### config.mk
export PLATFORM = sky130hd
export DESIGN_NAME = range_rule_table_match_core
export DESIGN_NICKNAME = d
export VERILOG_FILES = /design/src/rtl/core/rrtm_pkg.sv /design/src/rtl/core/rrtm_ram.sv /design/src/rtl/core/rrtm_cmp.sv /design/src/rtl/core/range_rule_table_match_core.sv
export SDC_FILE = /design/constraint.sdc
export NUM_CORES = 2
export LEC_CHECK = 0
export ABC_AREA = 1
export BUFFER_PORTS_ARGS = -buffer_cell sky130_fd_sc_hd__buf_2
export CORE_AREA = 3 3 439 441
export CTS_CLUSTER_SIZE = 16
export DETAILED_ROUTE_END_ITERATION = 6
export DIE_AREA = 0 0 442 444
export PLACE_DENSITY = 0.77
export SYNTH_ARGS = -nofsm -noshare
export SYNTH_HDL_FRONTEND = slang
export SYNTH_SLANG_ARGS = --single-unit
### constraint.sdc
create_clock -name clk -period 28.1 [get_ports clk]
set_input_delay 5.62 -clock clk [delete_from_list [all_inputs] [get_ports clk]]
set_output_delay 5.62 -clock clk [all_outputs]
set_load 0.005 [all_outputs]
### src/rtl/core/rrtm_pkg.sv
package rrtm_pkg;

  localparam int TABLE_DEPTH = 16;
  localparam int IDX_W       = $clog2(TABLE_DEPTH);
  localparam int CNT_W       = $clog2(TABLE_DEPTH + 1);

  localparam int ID_W   = 31;
  localparam int KIND_W = 8;
  localparam int HGT_W  = 31;
  localparam int VAL_W  = 32;
  localparam int STAT_W = 3;
  localparam int RCNT_W = 5;

  localparam logic OP_INSERT = 1'b0;
  localparam logic OP_LOOKUP = 1'b1;

  typedef enum logic [STAT_W-1:0] {
    ST_INSERTED = 3'd0,
    ST_DUP      = 3'd1,
    ST_FULL     = 3'd2,
    ST_FOUND    = 3'd3,
    ST_NONE     = 3'd4
  } status_t;

  typedef enum logic [1:0] {
    S_IDLE,
    S_SCAN,
    S_FINISH
  } state_t;

  typedef struct packed {
    logic [ID_W-1:0]         id;
    logic [KIND_W-1:0]       kind;
    logic [HGT_W-1:0]        rng_start;
    logic [HGT_W-1:0]        rng_end;
    logic signed [VAL_W-1:0] value;
  } rule_t;

  localparam int RULE_W = $bits(rule_t);

  typedef struct packed {
    logic             op;
    rule_t            rule;
    logic [HGT_W-1:0] height;
  } req_t;

  typedef struct packed {
    logic dup;
    logic hit;
    logic better;
  } cmp_t;

endpackage

### src/rtl/core/rrtm_ram.sv
module rrtm_ram #(
  parameter int WIDTH = 8,
  parameter int DEPTH = 16,
  localparam int ADDR_W = $clog2(DEPTH)
) (
  input  logic              clk,
  input  logic              we,
  input  logic [ADDR_W-1:0] waddr,
  input  logic [WIDTH-1:0]  wdata,
  input  logic              re,
  input  logic [ADDR_W-1:0] raddr,
  output logic [WIDTH-1:0]  rdata
);

  logic [WIDTH-1:0] mem [DEPTH];
  logic [WIDTH-1:0] rdata_r;

  always_ff @(posedge clk) begin
    if (we) begin
      mem[waddr] <= wdata;
    end
  end

  always_ff @(posedge clk) begin
    if (re) begin
      rdata_r <= mem[raddr];
    end
  end

  assign rdata = rdata_r;

endmodule

### src/rtl/core/rrtm_cmp.sv
module rrtm_cmp (
  input  rrtm_pkg::req_t              req,
  input  rrtm_pkg::rule_t             entry,
  input  logic                        entry_vld,
  input  logic                        best_found,
  input  logic [rrtm_pkg::ID_W-1:0]   best_id,
  output rrtm_pkg::cmp_t              res
);
  import rrtm_pkg::*;

  logic above_start;
  logic below_end;

  always_comb begin
    above_start = (req.height >= entry.rng_start);
    // An end height of zero leaves the rule open upward.
    below_end   = (entry.rng_end == '0) || (req.height <= entry.rng_end);
    res.dup     = entry_vld && (entry.id == req.rule.id);
    res.hit     = entry_vld && (entry.kind == req.rule.kind) && above_start && below_end;
    res.better  = res.hit && (!best_found || (entry.id > best_id));
  end

endmodule

### src/rtl/core/range_rule_table_match_core.sv
// Rule table with range lookup. Each item is either an insert or a lookup and
// produces exactly one result. The table is held in a single-port-read RAM and
// all decisions go through one shared compare unit that examines one entry per
// cycle. Each item is accepted, then the whole RAM is streamed through the
// compare unit, and then the result is committed and presented; the next item
// cannot be accepted before the sequencer has finished with the last one.
// in_ready is high only while the sequencer is idle; a finished result sits
// in the output register and does not block the next item from starting,
// although that item waits at its commit step for as long as the earlier
// result has not been taken.
// Inserts take the lowest free slot; duplicate IDs are reported before a full
// table. Lookups return the covering rule of the requested kind with the
// highest ID.
module range_rule_table_match_core (
  input  logic                              clk,
  input  logic                              rst_n,
  input  logic                              in_valid,
  output logic                              in_ready,
  input  logic                              in_operation,
  input  logic [rrtm_pkg::ID_W-1:0]         in_rule_id,
  input  logic [rrtm_pkg::KIND_W-1:0]       in_rule_kind,
  input  logic [rrtm_pkg::HGT_W-1:0]        in_range_start,
  input  logic [rrtm_pkg::HGT_W-1:0]        in_range_end,
  input  logic signed [rrtm_pkg::VAL_W-1:0] in_rule_value,
  input  logic [rrtm_pkg::HGT_W-1:0]        in_query_height,
  output logic                              out_valid,
  input  logic                              out_ready,
  output logic [rrtm_pkg::STAT_W-1:0]       out_status,
  output logic [rrtm_pkg::ID_W-1:0]         out_match_id,
  output logic signed [rrtm_pkg::VAL_W-1:0] out_match_value,
  output logic [rrtm_pkg::HGT_W-1:0]        out_match_start,
  output logic [rrtm_pkg::HGT_W-1:0]        out_match_end,
  output logic [rrtm_pkg::RCNT_W-1:0]       out_rule_count
);
  import rrtm_pkg::*;

  state_t                  state_r, state_nxt;
  req_t                    req_r, req_nxt;
  logic [IDX_W:0]          cnt_r, cnt_nxt;
  logic                    chk_vld_r, chk_vld_nxt;
  logic [IDX_W-1:0]        chk_idx_r, chk_idx_nxt;
  logic [TABLE_DEPTH-1:0]  valid_r, valid_nxt;
  logic [CNT_W-1:0]        held_r, held_nxt;
  logic                    dup_r, dup_nxt;
  logic                    free_found_r, free_found_nxt;
  logic [IDX_W-1:0]        free_idx_r, free_idx_nxt;
  logic                    best_found_r, best_found_nxt;
  rule_t                   best_r, best_nxt;

  logic                    out_valid_r, out_valid_nxt;
  status_t                 out_status_r, out_status_nxt;
  rule_t                   out_rule_r, out_rule_nxt;
  logic [RCNT_W-1:0]       out_count_r, out_count_nxt;

  logic                    accept;
  logic                    done_issue;
  logic                    rd_en;
  logic                    ram_we;
  logic                    out_load;
  logic [RULE_W-1:0]       rd_raw;
  rule_t                   rd_entry;
  logic                    entry_vld;
  cmp_t                    cmp;

  assign accept     = in_valid && in_ready;
  assign done_issue = (cnt_r == (IDX_W+1)'(TABLE_DEPTH));
  assign rd_entry   = rule_t'(rd_raw);
  assign entry_vld  = valid_r[chk_idx_r];

  rrtm_ram #(
    .WIDTH (RULE_W),
    .DEPTH (TABLE_DEPTH)
  ) u_ram (
    .clk   (clk),
    .we    (ram_we),
    .waddr (free_idx_r),
    .wdata (req_r.rule),
    .re    (rd_en),
    .raddr (cnt_r[IDX_W-1:0]),
    .rdata (rd_raw)
  );

  rrtm_cmp u_cmp (
    .req        (req_r),
    .entry      (rd_entry),
    .entry_vld  (entry_vld),
    .best_found (best_found_r),
    .best_id    (best_r.id),
    .res        (cmp)
  );

  // Sequencer next state.
  always_comb begin
    state_nxt = state_r;
    unique case (state_r)
      S_IDLE: begin
        if (in_valid) begin
          state_nxt = S_SCAN;
        end
      end
      S_SCAN: begin
        if (done_issue) begin
          state_nxt = S_FINISH;
        end
      end
      S_FINISH: begin
        if (!out_valid_r || out_ready) begin
          state_nxt = S_IDLE;
        end
      end
      default: state_nxt = S_IDLE;
    endcase
  end

  // Sequencer outputs.
  always_comb begin
    in_ready = (state_r == S_IDLE);
    rd_en    = (state_r == S_SCAN) && !done_issue;
    out_load = (state_r == S_FINISH) && (!out_valid_r || out_ready);
    ram_we   = out_load && (req_r.op == OP_INSERT) && !dup_r && free_found_r;
  end

  // Scan datapath: RAM data for entry chk_idx_r arrives in the cycle after its read.
  always_comb begin
    req_nxt        = req_r;
    cnt_nxt        = cnt_r;
    chk_vld_nxt    = chk_vld_r;
    chk_idx_nxt    = chk_idx_r;
    dup_nxt        = dup_r;
    free_found_nxt = free_found_r;
    free_idx_nxt   = free_idx_r;
    best_found_nxt = best_found_r;
    best_nxt       = best_r;

    if (accept) begin
      req_nxt.op             = in_operation;
      req_nxt.rule.id        = in_rule_id;
      req_nxt.rule.kind      = in_rule_kind;
      req_nxt.rule.rng_start = in_range_start;
      req_nxt.rule.rng_end   = in_range_end;
      req_nxt.rule.value     = in_rule_value;
      req_nxt.height         = in_query_height;
      cnt_nxt                = '0;
      chk_vld_nxt            = 1'b0;
      dup_nxt                = 1'b0;
      free_found_nxt         = 1'b0;
      best_found_nxt         = 1'b0;
    end else if (state_r == S_SCAN) begin
      cnt_nxt     = cnt_r + (IDX_W+1)'(rd_en);
      chk_vld_nxt = rd_en;
      chk_idx_nxt = cnt_r[IDX_W-1:0];
      if (chk_vld_r) begin
        if (cmp.dup) begin
          dup_nxt = 1'b1;
        end
        if (!entry_vld && !free_found_r) begin
          free_found_nxt = 1'b1;
          free_idx_nxt   = chk_idx_r;
        end
        if ((req_r.op == OP_LOOKUP) && cmp.better) begin
          best_found_nxt = 1'b1;
          best_nxt       = rd_entry;
        end
      end
    end
  end

  // Commit and result.
  always_comb begin
    valid_nxt      = valid_r;
    held_nxt       = held_r + CNT_W'(ram_we);
    out_valid_nxt  = out_valid_r;
    out_status_nxt = out_status_r;
    out_rule_nxt   = out_rule_r;
    out_count_nxt  = out_count_r;

    if (ram_we) begin
      valid_nxt[free_idx_r] = 1'b1;
    end

    if (out_load) begin
      out_valid_nxt = 1'b1;
      out_count_nxt = RCNT_W'(held_nxt);
      out_rule_nxt  = '0;
      if (req_r.op == OP_INSERT) begin
        priority if (dup_r) begin
          out_status_nxt = ST_DUP;
        end else if (!free_found_r) begin
          out_status_nxt = ST_FULL;
        end else begin
          out_status_nxt = ST_INSERTED;
        end
      end else if (best_found_r) begin
        out_status_nxt        = ST_FOUND;
        out_rule_nxt.id        = best_r.id;
        out_rule_nxt.value     = best_r.value;
        out_rule_nxt.rng_start = best_r.rng_start;
        out_rule_nxt.rng_end   = best_r.rng_end;
      end else begin
        out_status_nxt = ST_NONE;
      end
    end else if (out_ready) begin
      out_valid_nxt = 1'b0;
    end
  end

  always_ff @(posedge clk) begin
    if (!rst_n) begin
      state_r     <= S_IDLE;
      chk_vld_r   <= 1'b0;
      valid_r     <= '0;
      held_r      <= '0;
      out_valid_r <= 1'b0;
    end else begin
      state_r     <= state_nxt;
      chk_vld_r   <= chk_vld_nxt;
      valid_r     <= valid_nxt;
      held_r      <= held_nxt;
      out_valid_r <= out_valid_nxt;
    end
  end

  always_ff @(posedge clk) begin
    req_r        <= req_nxt;
    cnt_r        <= cnt_nxt;
    chk_idx_r    <= chk_idx_nxt;
    dup_r        <= dup_nxt;
    free_found_r <= free_found_nxt;
    free_idx_r   <= free_idx_nxt;
    best_found_r <= best_found_nxt;
    best_r       <= best_nxt;
    out_status_r <= out_status_nxt;
    out_rule_r   <= out_rule_nxt;
    out_count_r  <= out_count_nxt;
  end

  assign out_valid       = out_valid_r;
  assign out_status      = out_status_r;
  assign out_match_id    = out_rule_r.id;
  assign out_match_value = out_rule_r.value;
  assign out_match_start = out_rule_r.rng_start;
  assign out_match_end   = out_rule_r.rng_end;
  assign out_rule_count  = out_count_r;

endmodule

==> flow_summary.ini <==
[run_status]
status = finished, final reports clean

[cells_and_area]
layout_commonest_cell = edfxtp_1
final_core_util_pct = 61.26
fill_cells = 13179
syn2layout_area_growth_pct = 11.76
fin_nets = 7830
drive_gt1_share_pct = 9.939
fin_area_mm2 = 0.1161
layout_common_cells = edfxtp_1 (2692), nor2_1 (1277), o21ai_0 (955), nand2_1 (461), o22ai_1 (368)

[synth]
ys_ff_latch = 2725
syn_area_per_cell_um2 = 14.15
synth_cell_type_count = 31
ys_seq_area_share_pct = 78.43
syn_area_mm2 = 0.1039
ys_warn_count = 0
synth_nets = 7610
synthCells = 7344

[grt]
grt_usage_pct = 25.97
grt_pass1_vias = 63115
grt_max_degree = 238
grt_pass1_wl_um = 386100
antenna_found_initial = 4
globalRoute.totalOverflow = 0

[min_path]
hold_start = u_ram.rdata[16]$_DFFE_PP_
worstHoldPathCells = 0
hold_end = best_r[16]$_DFFE_PP_
hold_class = flop to flop

[sta]
slew_violations = 0
rsz0062_at_grt = no
fmax_mhz = 110.4
final.setup.tns_ns = 0
period_share_pct = 32.23
hold_viol = 0
worstMarginPinSlew_ns = 1.443
relSlewSlack_pct = 3.811
fin_crit_ns = 9.056
fin_skew_ns = 0.06254
report.final.setup_viol = 0

[clock_tree]
cts_sinks = 2725
clock_latency_ns = 0.94
root_buffer = clkbuf_16
clkSlewWorstSetupHoldPaths_ns = 0.06
holdBufCountCts = 0
cts_tree = done
cts_resized = 0
cts-htree-levels = 5
clk_path_buf_depth = 4
cts_buffers = 287
post_cts.repair.setup_buffers = 0

[die]
initial_utilization_pct = 54.81
die-area_mm2 = 0.1962
dieHeight_um = 444
core_mm2 = 0.1896
io_pins = 304
num_rows = 160
die-width_um = 442

[setup_path]
reg2reg_depth = 8
critPathCaptureType = flop
crit_start = out_ready
cp_max_fo = 48
reg2reg_slack_ns = 22.95
crit_path_start_kind = primary input
regToRegStartpoint = cnt_r[1]$_SDFFE_PP0P_
worst-setup-path-type = primary input to flop
worstPathArrival_ns = 9.57
r2r_end = u_ram.rdata[43]$_DFFE_PP_
critPathRequiredTime_ns = 28.61

[placed_design]
placed_area_mm2 = 0.1075
io_buffers = 303
dpl.hpwl_um = 137600
gp_congestion = 0.8607

[power_and_ir_drop]
max-vdd-ir-drop_uv = 60.91
power_w = 0.009240
leakagePower_nw = 38.88
p_per_area_mw_per_mm2 = 79.56

[detailed_routing]
postRouteAntennaNets = 0
wl_per_cell_um = 25.34
avgViaCountPerCell = 6.211
vias = 63810
routed_wl_um = 260300
drc = 0
drt_iter0_drc = 8628
dr.pass1.iters = 5

[job]
cap_violations = 0
layout make-up:
type                       instances  area (um2)  share of cell area [%]
inverter                         303        1242                   1.070
multi-input combinational       3873       19500                   16.79
timing repair buffer             374        2137                   1.840
antenna                            5       12.51                 0.01077
clock inverter                   120        1013                  0.8727
tap                             2511        3142                   2.705
clock buffer                     362        7579                   6.526
sequential                      2725       81510                   70.19
routing by layer:
metal / global-route usage (%) / up-vias / wire length [um]
met4: 13.14 / 4 / 13160
met5: 0 / - / 26
met3: 4.702 / 681 / 26380
met1: 34.07 / 31399 / 96080
li1: - / 27678 / -
met2: 42.07 / 4048 / 124700
where the power goes:
part	switching, W	leakage (nW)	internal, W
clock	0.00149	4.19	0.00205
sequential	0.000130	24.6	0.00458
combinational	0.000700	10.0	0.000290
Yosys cell counts:
library cell     n  area, um2
buf_2          118      590.6
buf_6            1      11.26
a21oi_1         52      260.3
dfxtp_1         33      660.6
o221ai_1       164       1436
nand3_2          1      10.01
nor3_1          15      75.07
nand2_1        462       1734
nand3b_1         3      22.52
nor2_1        1281       4808
nand4_2          1      12.51
edfxtp_1      2692      80840
o21bai_1         1      7.510
nand4_1         17      106.4
inv_2            3      11.26
a21o_1           6      45.04
buf_4            4      30.03
clkbuf_1       302       1134
ha_1            97       1214
o21a_1           1      7.510
inv_1          300       1126
o31ai_1          1      7.510
o22ai_1        368       2302
xnor2_1         17      148.9
xor2_1          12      105.1
nand3_1        189      945.9
nor2_4           1      11.26
o211ai_1       104      780.8
o21ai_1        125      625.6
o21ai_0        955       4780
buf_1           18      67.56
worst max-delay path, stage by stage:
cell	delay (ns)
buf_2	0.08
nor2_1	0.08
nor2_4	0.11
buf_4	0.46
nand4_2	0.24
inv_1	0.23
nand3_2	0.19
nor2_4	0.11
buf_4	0.60
buf_4	0.86
buf_4	0.86
worst max-delay path by stage:
stage                                              to  slack, ns
after floorplan             u_ram.mem[9][0]$_DFFE_PP_       6.11
after global placement    u_ram.mem[11][42]$_DFFE_PP_      18.23
after detailed placement  u_ram.mem[11][33]$_DFFE_PP_      18.20
after CTS                 u_ram.mem[11][26]$_DFFE_PP_      19.11
after global routing      u_ram.mem[11][26]$_DFFE_PP_      18.82
final                     u_ram.mem[11][26]$_DFFE_PP_      19.04
cells by family (layout without fill, tap and decap cells):
kind of cell / count (synthesis) / in the layout / share of synthesized area [%]
other: 0 / 5 / 0
DFF: 2725 / 2725 / 78.43
xor gates and xnor gates: 29 / 29 / 0.2444
adders and majority gates: 97 / 97 / 1.168
and+or+nand+nor: 1970 / 1970 / 7.435
AOI/OAI and AO/OA: 1777 / 1777 / 9.866
buffers and inverters: 746 / 1159 / 2.858
registers in the layout, summed over array words and instances, names as in the netlist, 16 cells and up:
signal           count
u_ram.mem         2128
req_r              165
valid_r             16
out_match_value     32
out_match_start     31
u_ram.rdata        133
out_match_id        31
best_r             125
out_match_end       31
through the flow:
| stage | hold WS (ns) | cells | worst slack (ns) |
|---|---|---|---|
| global placement | 0.4039 | 9786 | 18.23 |
| floorplan | 0.4003 | 7344 | 6.106 |
| global route | 0.4201 | 10268 | 18.82 |
| CTS | 0.4002 | 10268 | 19.11 |
| finish | 0.3977 | 10273 | 19.04 |
| detailed placement | 0.4045 | 9786 | 18.20 |
Note: power is estimated with default switching activity, not from simulation.
